[src/rtl/core/wrc_pkg.sv]
// shared widths, codes and reset values for the wiegand receiver core
package wrc_pkg;

    localparam int TIMEOUT_W  = 16;
    localparam int COUNT_W    = 8;
    localparam int CODE_W     = 2;
    localparam int S_TDATA_W  = 8;
    localparam int M_TDATA_W  = 16;
    localparam int CFG_IDX_W  = 1;

    typedef logic [TIMEOUT_W-1:0] timeout_t;
    typedef logic [COUNT_W-1:0]   count_t;
    typedef logic [CODE_W-1:0]    line_code_t;

    // result kinds carried on m_tuser
    localparam logic KIND_BIT       = 1'b0;
    localparam logic KIND_FRAME_END = 1'b1;

    // register indexes on the config channel
    localparam logic [CFG_IDX_W-1:0] CFG_FIRST_BIT_TIMEOUT = 1'b0;
    localparam logic [CFG_IDX_W-1:0] CFG_FRAME_GAP_TIMEOUT = 1'b1;

    localparam timeout_t FIRST_BIT_TIMEOUT_RST = 16'd5000;
    localparam timeout_t FRAME_GAP_TIMEOUT_RST = 16'd50;

    // only d1 active decodes as a one
    localparam line_code_t CODE_NONE    = 2'b00;
    localparam line_code_t CODE_D1_ONLY = 2'b10;

    localparam timeout_t ELAPSED_MAX = 16'hFFFF;
    localparam count_t   COUNT_MAX   = 8'hFF;

endpackage

[src/rtl/core/wiegand_receiver_core.sv]
// wiegand receiver core: line sampling, bit decode and frame timing
//
//  channel  | direction | handshake              | payload
//  ---------+-----------+------------------------+-----------------------------------------
//  s_       | in        | s_tvalid / s_tready    | s_tdata: line samples and controls
//  m_       | out       | m_tvalid / m_tready    | m_tuser: result kind, m_tdata: bit/frame
//  cfg_     | in        | cfg_valid / cfg_ready  | cfg_index, cfg_data: timeout registers
//
// one item is accepted per clock while the input register is empty or its item steps
// on; each item passes an input register and one step of decode logic into the result
// register, where any result it gives is held until it is taken
// the decode step advances only when the result register is free or being taken
// aresetn clears phase, timer, count and both valid flags, and reloads the timeouts
// cfg_ready is always high
module wiegand_receiver_core #(
    parameter int MAX_FRAME_BITS = 255
) (
    input  logic                          aclk,
    input  logic                          aresetn,

    input  logic                          s_tvalid,
    output logic                          s_tready,
    // start_read, d0_level, d1_level, ms_tick, abort_request, zero pad [7:5]
    input  logic [wrc_pkg::S_TDATA_W-1:0] s_tdata,

    output logic                          m_tvalid,
    input  logic                          m_tready,
    // bit_value, line_code [2:1], frame_bits [10:3], zero pad [15:11]
    output logic [wrc_pkg::M_TDATA_W-1:0] m_tdata,
    // result_kind
    output logic                          m_tuser,

    input  logic                          cfg_valid,
    output logic                          cfg_ready,
    input  logic [wrc_pkg::CFG_IDX_W-1:0] cfg_index,
    input  logic [wrc_pkg::TIMEOUT_W-1:0] cfg_data
);
    import wrc_pkg::*;

    typedef enum logic [1:0] {
        PH_IDLE,
        PH_WAIT_FIRST,
        PH_GAP,
        PH_RELEASE
    } phase_t;

    localparam count_t MAX_BITS = COUNT_W'(MAX_FRAME_BITS);

    timeout_t   first_timeout_reg;
    timeout_t   gap_timeout_reg;

    logic       in_valid_reg;
    logic [4:0] in_data_reg;

    phase_t     phase_reg, phase_next;
    timeout_t   elapsed_reg, elapsed_next;
    count_t     count_reg, count_next;

    logic       out_valid_reg;
    logic       out_kind_reg;
    logic       out_bit_reg;
    line_code_t out_code_reg;
    count_t     out_bits_reg;

    logic       step_fire;
    logic       start_read, d0_level, d1_level, ms_tick, abort_request;
    line_code_t code;
    timeout_t   elapsed_inc;
    count_t     count_inc;
    logic       res_valid;
    logic       res_kind;
    logic       res_bit;
    line_code_t res_code;
    count_t     res_bits;

    assign step_fire = in_valid_reg && (!out_valid_reg || m_tready);
    assign s_tready  = !in_valid_reg || step_fire;
    assign cfg_ready = 1'b1;

    assign start_read    = in_data_reg[0];
    assign d0_level      = in_data_reg[1];
    assign d1_level      = in_data_reg[2];
    assign ms_tick       = in_data_reg[3];
    assign abort_request = in_data_reg[4];
    assign code          = {~d1_level, ~d0_level};

    assign elapsed_inc = (ms_tick && elapsed_reg != ELAPSED_MAX) ? elapsed_reg + 1'b1
                                                                 : elapsed_reg;
    assign count_inc   = (count_reg != COUNT_MAX) ? count_reg + 1'b1 : count_reg;

    always_comb begin
        phase_next   = phase_reg;
        elapsed_next = elapsed_reg;
        count_next   = count_reg;
        res_valid    = 1'b0;
        res_kind     = KIND_BIT;
        res_bit      = 1'b0;
        res_code     = CODE_NONE;
        res_bits     = '0;

        if (phase_reg == PH_IDLE) begin
            if (start_read) begin
                phase_next   = PH_WAIT_FIRST;
                elapsed_next = '0;
                count_next   = '0;
            end
        end else begin
            elapsed_next = elapsed_inc;
            if (abort_request) begin
                res_valid  = 1'b1;
                res_kind   = KIND_FRAME_END;
                phase_next = PH_IDLE;
            end else begin
                case (phase_reg)
                    PH_WAIT_FIRST: begin
                        if (elapsed_inc > first_timeout_reg) begin
                            res_valid  = 1'b1;
                            res_kind   = KIND_FRAME_END;
                            phase_next = PH_IDLE;
                        end else if (code != CODE_NONE) begin
                            res_valid  = 1'b1;
                            res_bit    = (code == CODE_D1_ONLY);
                            res_code   = code;
                            count_next = count_inc;
                            phase_next = PH_RELEASE;
                        end
                    end
                    PH_GAP: begin
                        if (code != CODE_NONE) begin
                            res_valid  = 1'b1;
                            res_bit    = (code == CODE_D1_ONLY);
                            res_code   = code;
                            count_next = count_inc;
                            phase_next = PH_RELEASE;
                        end else if (elapsed_inc > gap_timeout_reg) begin
                            res_valid  = 1'b1;
                            res_kind   = KIND_FRAME_END;
                            res_bits   = count_reg;
                            phase_next = PH_IDLE;
                        end
                    end
                    PH_RELEASE: begin
                        if (code == CODE_NONE) begin
                            elapsed_next = '0;
                            if (count_reg >= MAX_BITS) begin
                                res_valid  = 1'b1;
                                res_kind   = KIND_FRAME_END;
                                phase_next = PH_IDLE;
                            end else begin
                                phase_next = PH_GAP;
                            end
                        end
                    end
                    default: begin
                        phase_next = PH_IDLE;
                    end
                endcase
            end
        end
    end

    always_ff @(posedge aclk) begin
        if (!aresetn) begin
            first_timeout_reg <= FIRST_BIT_TIMEOUT_RST;
            gap_timeout_reg   <= FRAME_GAP_TIMEOUT_RST;
            in_valid_reg      <= 1'b0;
            phase_reg         <= PH_IDLE;
            elapsed_reg       <= '0;
            count_reg         <= '0;
            out_valid_reg     <= 1'b0;
        end else begin
            if (cfg_valid && cfg_ready) begin
                case (cfg_index)
                    CFG_FIRST_BIT_TIMEOUT: first_timeout_reg <= cfg_data;
                    CFG_FRAME_GAP_TIMEOUT: gap_timeout_reg   <= cfg_data;
                    default: ;
                endcase
            end

            if (s_tvalid && s_tready) begin
                in_valid_reg <= 1'b1;
            end else if (step_fire) begin
                in_valid_reg <= 1'b0;
            end

            if (step_fire) begin
                phase_reg     <= phase_next;
                elapsed_reg   <= elapsed_next;
                count_reg     <= count_next;
                out_valid_reg <= res_valid;
            end else if (m_tready) begin
                out_valid_reg <= 1'b0;
            end
        end
    end

    // payload registers
    always_ff @(posedge aclk) begin
        if (s_tvalid && s_tready) begin
            in_data_reg <= s_tdata[4:0];
        end
        if (step_fire) begin
            out_kind_reg <= res_kind;
            out_bit_reg  <= res_bit;
            out_code_reg <= res_code;
            out_bits_reg <= res_bits;
        end
    end

    assign m_tvalid = out_valid_reg;
    assign m_tuser  = out_kind_reg;
    assign m_tdata  = {5'b0, out_bits_reg, out_code_reg, out_bit_reg};

endmodule

[config.mk]
export PLATFORM = sky130hd
export DESIGN_NAME = wiegand_receiver_core
export DESIGN_NICKNAME = d
export VERILOG_FILES = /design/src/rtl/core/wrc_pkg.sv /design/src/rtl/core/wiegand_receiver_core.sv
export SDC_FILE = /design/constraint.sdc
export NUM_CORES = 1
export LEC_CHECK = 0
export BUFFER_PORTS_ARGS = -buffer_cell sky130_fd_sc_hd__buf_2
export CAP_MARGIN = 20
export CORE_MARGIN = 1
export CORE_UTILIZATION = 60
export DETAILED_ROUTE_END_ITERATION = 10
export PLACE_DENSITY = 0.81
export SLEW_MARGIN = 10
export SYNTH_ARGS = -nofsm -noshare
export SYNTH_HDL_FRONTEND = slang
export SYNTH_SLANG_ARGS = --single-unit
[constraint.sdc]
create_clock -name aclk -period 12.2 [get_ports aclk]
set_input_delay 0.61 -clock aclk [delete_from_list [all_inputs] [get_ports aclk]]
set_output_delay 0.61 -clock aclk [all_outputs]
set_load 0.02 [all_outputs]
# Yosys cells after proc, flatten, opt, wreduce, memory -nomap -nowiden

Index checks and enable logic that the tools add are counted.

Add/sub/neg operators: 2
Magnitude comparators: 3
Eq/ne operators: 12
Mux-type cells: 46
Bitwise logic cells: 5
Reductions and logical operators: 20

Operators with widths:

| operator              | number |
|---|---|
| $mux 16               | 6 |
| $mux 8                | 6 |
| $gt 16x16->1          | 2 |
| $mux 2                | 11 |
| $mux 1                | 17 |
| $add 16x1->16 const B | 1 |
| $ne 16x16->1 const B  | 1 |
| $pmux 8 s2            | 1 |
| $ne 5x5->1 const B    | 2 |
| $reduce_and 5->1      | 2 |
| $add 8x1->8 const B   | 1 |
| $ge 8x8->1 const B    | 1 |
| $ne 8x8->1 const B    | 1 |
| $eq 2x2->1 const B    | 3 |
| $pmux 1 s3            | 2 |
| $pmux 2 s3            | 1 |
| $reduce_and 2->1      | 3 |
| $reduce_bool 2->1     | 3 |
| $not 1->1             | 5 |
| $reduce_or 5->1       | 1 |
| $logic_not 2->1       | 2 |
| $ne 4x4->1 const B    | 1 |
| $pmux 2 s2            | 1 |
| $logic_and 1x1->1     | 3 |
| 9 further kinds       | 11 |

Bits in registers: 77
Input bits: 30
Output and inout port bits: 20

# Longest topological paths before layout

Depth after elaboration: 10
Gate-level depth with buffers: 17
Gate-level depth less buffers: 16

# Worst setup path before layout

No wires, ideal clock.

Path kind: reg2reg
Start: reg elapsed_reg[0]
End: reg count_reg[0]
Setup time: 0.072 ns
Arrival time: 3.925 ns
Data required time: 12.128 ns
Setup slack: 8.204 ns
Stages on the path, launching flop included: 18
Period minus slack after synthesis: 3.996 ns
Path through: dfxtp_1 -> ha_1 -> nand3_1 -> o41ai_4 -> nor4_2 -> nand2_1 -> nor2_1 -> and3_1 -> xnor2_1 -> ha_1 -> nand4_1 -> nor4_1 -> a21oi_1 -> o211a_1 -> o31ai_1 -> clkbuf_1 -> nand2b_1 -> mux2i_1

Word-level cells in the longest chain between the ends: 6

RTL lines:

| what                                                                  | line                         | text |
|---|---|---|
| start, declared                                                       | wiegand_receiver_core.sv:56  | `timeout_t elapsed_reg, elapsed_next;` |
| start signal, assigned                                                | wiegand_receiver_core.sv:188 | `elapsed_reg <= elapsed_next;` |
| parallel branches: the longest is 2 deep, another holds $add 16x1->16 | --                           |  |
| $mux 16 *                                                             | wiegand_receiver_core.sv:87  | `assign elapsed_inc = (ms_tick && elapsed_reg != ELAPSED_MAX) ? elapsed_reg + 1'b1` |
| $gt 16x16->1 *                                                        | wiegand_receiver_core.sv:116 | `if (elapsed_inc > first_timeout_reg) begin` |
| $ne 3x3->1 (no source line) *                                         | --                           |  |
| $reduce_and 5->1 (no source line) *                                   | --                           |  |
| end signal, assigned                                                  | wiegand_receiver_core.sv:189 | `count_reg <= count_next;` |
| end, declared                                                         | wiegand_receiver_core.sv:57  | `count_t count_reg, count_next;` |

Mark *: on every way between the ends.
A chain may end at the register's enable or synchronous reset.

# Worst setup path after layout

Start: reg elapsed_reg[0]
End: reg out_bits_reg[1], data pin

Word-level cells in the longest chain between the ends: 6

RTL lines:

| what                                                                  | line                         | text |
|---|---|---|
| parallel branches: the longest is 2 deep, another holds $add 16x1->16 | --                           |  |
| $mux 16 *                                                             | wiegand_receiver_core.sv:87  |  |
| $gt 16x16->1 *                                                        | wiegand_receiver_core.sv:135 | `end else if (elapsed_inc > gap_timeout_reg) begin` |
| $not 1->1 (no source line) *                                          | --                           |  |
| $reduce_or 5->1 (no source line) *                                    | --                           |  |
| end signal, assigned                                                  | wiegand_receiver_core.sv:206 | `out_bits_reg <= res_bits;` |
| end, declared                                                         | wiegand_receiver_core.sv:63  | `count_t out_bits_reg;` |

Marked as above.

==> impl_metrics.prom <==
# TYPE chip_impl_metric gauge
chip_impl_metric{name="finalCriticalPeriod",unit="ps"} 4690
chip_impl_metric{name="pwr-share-comb",unit="%"} 13.5
chip_impl_metric{name="path_max_fanout",unit=""} 8
chip_impl_info{name="worstSetupEndpoint",value="out_bits_reg[1]"} 1
chip_impl_info{name="start_kind",value="flip-flop"} 1
chip_impl_metric{name="worst-slew-pin-transition",unit="ps"} 948
chip_impl_metric{name="syn-cell-area",unit="mm2"} 0.00456
chip_impl_info{name="critical_path.cell_chain",value="ha_1 > nand3_1 > o41ai_4 > nor4_2 > nand2_1 > nor2_1 > and3_1 > xnor2_1 > ha_1 > nand4_1 > nor4_1 > o21ai_0 > and3_1 > a211o_1 > nor4_4 > and2_1"} 1
chip_impl_info{name="largest_family_of_logic_cells_by_synthesized_area",value="simple AND/OR/NAND/NOR gates"} 1
chip_impl_info{name="synth_ff_type",value="dfxtp_1"} 1
chip_impl_info{name="synthDominantAreaCellType",value="dfxtp_1"} 1
chip_impl_metric{name="total_routing_usage_gr",unit="%"} 27.1
chip_impl_metric{name="portion_of_the_post_synthesis_area_used_by_sequential_elements",unit="%"} 37.6
chip_impl_metric{name="numCtsBuffers",unit=""} 9
chip_impl_metric{name="routed_wirelength",unit="um"} 10300
chip_impl_metric{name="timing_hold_violations_final",unit=""} 0
chip_impl_metric{name="setup.reg_to_reg.worst_slack",unit="ps"} 7510
chip_impl_metric{name="average_wire_per_standard_cell",unit="um"} 15.3
chip_impl_info{name="synth.area.top_cells",value="dfxtp_1 (26%), edfxtp_1 (11%), ha_1 (10%)"} 1
chip_impl_metric{name="asyncSetResetFlopFracSynth",unit="%"} 0
chip_impl_metric{name="synth_top_area_share",unit="%"} 26.4
chip_impl_metric{name="cts_max_level",unit=""} 3
chip_impl_metric{name="yosys_warnings",unit=""} 0
chip_impl_info{name="min_path_type",value="in2reg"} 1
chip_impl_info{name="timing.setup.critical_path_class",value="reg2reg"} 1
chip_impl_metric{name="floorplan.initialDensity",unit="%"} 62.5
chip_impl_metric{name="number_of_antenna_violations_at_the_first_check_in_global_routing",unit=""} 0
chip_impl_metric{name="cp.buffers_inverters",unit=""} 0
chip_impl_metric{name="syn_inst",unit=""} 540
chip_impl_metric{name="via_count_of_the_first_global_routing_pass",unit=""} 3497
chip_impl_info{name="cp_slowest_cell",value="nor4_2"} 1
chip_impl_info{name="crit_family",value="simple AND/OR/NAND/NOR gates"} 1
chip_impl_metric{name="finalCritPeriodShare",unit="%"} 38.4
chip_impl_metric{name="timing.slew.headroom",unit="%"} 36.8
chip_impl_metric{name="core_region_area",unit="mm2"} 0.00729
chip_impl_info{name="timing.rr.end",value="out_bits_reg[1]"} 1
chip_impl_info{name="clock_tree_root",value="clkbuf_8"} 1
chip_impl_metric{name="dp.final_hpwl",unit="um"} 7380
chip_impl_metric{name="grt_start_max_net_pins",unit=""} 61
chip_impl_metric{name="nets",unit=""} 637
chip_impl_metric{name="initialDrtViolationCount",unit=""} 222
chip_impl_metric{name="route.detailed.drc",unit=""} 0
chip_impl_info{name="rsz_0062_raised_after_global_routing",value="no"} 1
chip_impl_metric{name="post_cts_hold_fix_bufs",unit=""} 0
chip_impl_metric{name="cellLeakagePower",unit="nW"} 2.06
chip_impl_metric{name="post-cts-setup-buffer-count",unit=""} 0
chip_impl_metric{name="clk_latency",unit="ps"} 360
chip_impl_metric{name="via_count",unit=""} 3933
chip_impl_metric{name="placement.io_buffers",unit=""} 40
chip_impl_metric{name="cp_num_cells",unit=""} 16
chip_impl_metric{name="synth_simple_gate_area_share",unit="%"} 22.4
chip_impl_metric{name="post_synth_fa_ha_maj_area_fraction",unit="%"} 10.2
chip_impl_info{name="outcome",value="completed"} 1
chip_impl_metric{name="sequential_group_share_of_total_power",unit="%"} 48.5
chip_impl_metric{name="ioPinCount",unit=""} 50
chip_impl_metric{name="area_growth_syn_to_layout",unit="%"} 9.83
chip_impl_metric{name="setup_tns",unit="ps"} 0
chip_impl_metric{name="p_clk_share",unit="%"} 38.0
chip_impl_info{name="critical_path.startpoint",value="elapsed_reg[0]"} 1
chip_impl_metric{name="stdcell_area",unit="mm2"} 0.00500
chip_impl_metric{name="fp.dieH",unit="um"} 89.1
chip_impl_metric{name="wire_length_of_the_first_global_routing_pass",unit="um"} 16300
chip_impl_metric{name="power.switching_fraction",unit="%"} 28.0
chip_impl_metric{name="slowest_delay",unit="ps"} 570
chip_impl_metric{name="report.final.slew_viol_count",unit=""} 0
chip_impl_metric{name="cts_buffer_depth",unit=""} 2
chip_impl_info{name="crit_path_end_kind",value="flip-flop"} 1
chip_impl_metric{name="cellPowerDensity",unit="mW/mm2"} 115
chip_impl_metric{name="grt_remaining_overflow",unit=""} 0
chip_impl_metric{name="drive_above_1_share",unit="%"} 11.1
chip_impl_metric{name="antenna_violating_nets_post_route",unit=""} 0
chip_impl_metric{name="worstRegToRegCells",unit=""} 16
chip_impl_metric{name="fmax",unit="MHz"} 213
chip_impl_metric{name="hold-worst-slack",unit="ps"} 422
chip_impl_metric{name="synthesis.area_per_instance",unit="um2"} 8.44
chip_impl_metric{name="design.die.area",unit="mm2"} 0.00795
chip_impl_metric{name="drtPass1Iterations",unit=""} 5
chip_impl_info{name="worstHoldStart",value="s_tdata[0]"} 1
chip_impl_metric{name="ys_types",unit=""} 57
chip_impl_metric{name="die-width",unit="um"} 89.1
chip_impl_metric{name="clock_sink_count",unit=""} 77
chip_impl_metric{name="synth-compound-area-share",unit="%"} 19.4
chip_impl_metric{name="arrival",unit="ps"} 4920
chip_impl_metric{name="net-switching-power",unit="W"} 0.000160
chip_impl_metric{name="synth_xor_area_share",unit="%"} 3.38
chip_impl_metric{name="cts.clk_slew.worst_paths",unit="ps"} 80
chip_impl_metric{name="post_drt_via_cell_ratio",unit=""} 5.84
chip_impl_metric{name="maxCapViolations",unit=""} 0
chip_impl_metric{name="synth_mux_area_share",unit="%"} 0.439
chip_impl_metric{name="post_cts_resize_count",unit=""} 0
chip_impl_metric{name="routabilityCongestion",unit=""} 0.881
chip_impl_metric{name="worst_clock_skew",unit="ps"} 5.32
chip_impl_metric{name="synth_enable_flop_cells",unit=""} 17
chip_impl_info{name="cts_tree",value="yes"} 1
chip_impl_metric{name="total_power",unit="W"} 0.000574
chip_impl_info{name="r2r-start",value="elapsed_reg[0]"} 1
chip_impl_metric{name="internal_power",unit="W"} 0.000413
chip_impl_metric{name="dpl_cell_area",unit="mm2"} 0.00478
chip_impl_metric{name="setup_violations",unit=""} 0
chip_impl_metric{name="synth-seq-cells",unit=""} 77
chip_impl_metric{name="std_cell_rows",unit=""} 31
chip_impl_metric{name="cp.required",unit="ps"} 12430
chip_impl_metric{name="number_of_diodes_added_for_antenna_fixing",unit=""} 0
chip_impl_metric{name="irDropWorstVdd",unit="V"} 0.0000728
==> cells by family after synthesis <==
| logic type | Yosys count |
|---|---|
| simple gates | 207 |
| xor+xnor | 16 |
| fa+ha+maj | 37 |
| flops | 77 |
| other cells | 2 |
| mux | 2 |
| compound gates | 129 |
| buf+inv | 70 |
==> metrics by stage <==
step	setup slack (ps)	instances	util, %
final	7510	674	68.6
after global routing	7090	674	68.6
after CTS	7480	673	68.5
after detailed placement	7510	657	65.5
after global placement	7620	657	65.5
after floorplan	8200	544	-
==> final cells by class <==
class                           count  area (um2)
Fill cell                         644        2290
Multi-Input combinational cell    397        2570
Timing Repair Buffer               43         220
Clock inverter                      7        98.8
Sequential cell                    77        1710
Inverter                           42         158
Tap cell                           99         124
Clock buffer                        9         124
==> cells in the mapped netlist, types with 3 or more instances <==
| master | instances |
|---|---|
| a21boi_0 | 29 |
| a21o_1 | 3 |
| nand2b_1 | 4 |
| o31ai_1 | 5 |
| nand4_1 | 11 |
| nor2_1 | 22 |
| or3_1 | 9 |
| nor4_1 | 3 |
| and3_1 | 8 |
| nand3_1 | 18 |
| inv_1 | 42 |
| clkbuf_1 | 17 |
| a21oi_1 | 28 |
| a211oi_1 | 3 |
| xor2_1 | 6 |
| dfxtp_1 | 60 |
| xnor2_1 | 9 |
| o21ai_0 | 23 |
| nor3_1 | 7 |
| nor2b_1 | 13 |
| buf_4 | 7 |
| and2_1 | 11 |
| a22oi_1 | 7 |
| nand2_1 | 91 |
| edfxtp_1 | 17 |
| o211ai_1 | 13 |
| o2111ai_1 | 3 |
| ha_1 | 37 |
==> how the worst min path moves through the flow <==
stage | to | slack (ps) | cells past startpoint
6_report | in_data_reg[0] | 420 | 1
3_3_place_gp | first_timeout_reg[1] | 460 | 2
2_1_floorplan | first_timeout_reg[10] | 440 | 2
5_1_grt | in_data_reg[3] | 410 | 1
4_1_cts | in_data_reg[2] | 420 | 1
3_5_place_dp | first_timeout_reg[1] | 460 | 2
==> placed cells by master, fill, tap and decap left out, types with 2 or more instances in the layout <==
| cell | count |
|---|---|
| and2_1 | 11 |
| bufinv_16 | 2 |
| xor2_1 | 6 |
| nor4_1 | 3 |
| o31ai_1 | 5 |
| a21o_1 | 3 |
| o21ai_0 | 23 |
| buf_2 | 41 |
| dfxtp_1 | 60 |
| a21oi_1 | 28 |
| nand3_1 | 18 |
| or3_1 | 9 |
| clkbuf_8 | 9 |
| a22oi_1 | 7 |
| inv_1 | 42 |
| a21boi_0 | 29 |
| conb_1 | 6 |
| a211oi_1 | 3 |
| edfxtp_1 | 17 |
| nand4_1 | 11 |
| nand2_1 | 91 |
| o2111ai_1 | 3 |
| nand2b_1 | 4 |
| nor2_1 | 22 |
| clkinv_4 | 2 |
| mux2i_1 | 2 |
| and3_1 | 8 |
| nor2b_1 | 13 |
| nor3_1 | 7 |
| ha_1 | 37 |
| o211ai_1 | 13 |
| buf_4 | 2 |
| xnor2_1 | 9 |
| a31oi_1 | 2 |
==> power by group through the flow <==
| stage | logic (W) | clock network (W) | registers [W] |
|---|---|---|---|
| floorplan | 0.0000536 | 0 | 0.000284 |
| global route | 0.0000857 | 0.000229 | 0.000279 |
| detailed placement | 0.0000753 | 0 | 0.000284 |
| global placement | 0.0000727 | 0 | 0.000283 |
| CTS | 0.0000764 | 0.000221 | 0.000278 |
| finish | 0.0000777 | 0.000218 | 0.000278 |
==> layer usage <==
metal / wire, um / share of wire (%) / vias up / track usage, %
met5: 0 / 0 / - / 0
met2: 4780 / 46 / 128 / 42.7
li1: - / - / 1960 / -
met1: 4660 / 45 / 1829 / 36.1
met3: 657 / 6.4 / 16 / 6.19
met4: 197 / 1.9 / 0 / 10.7
Power figures use the tool's default switching activity.
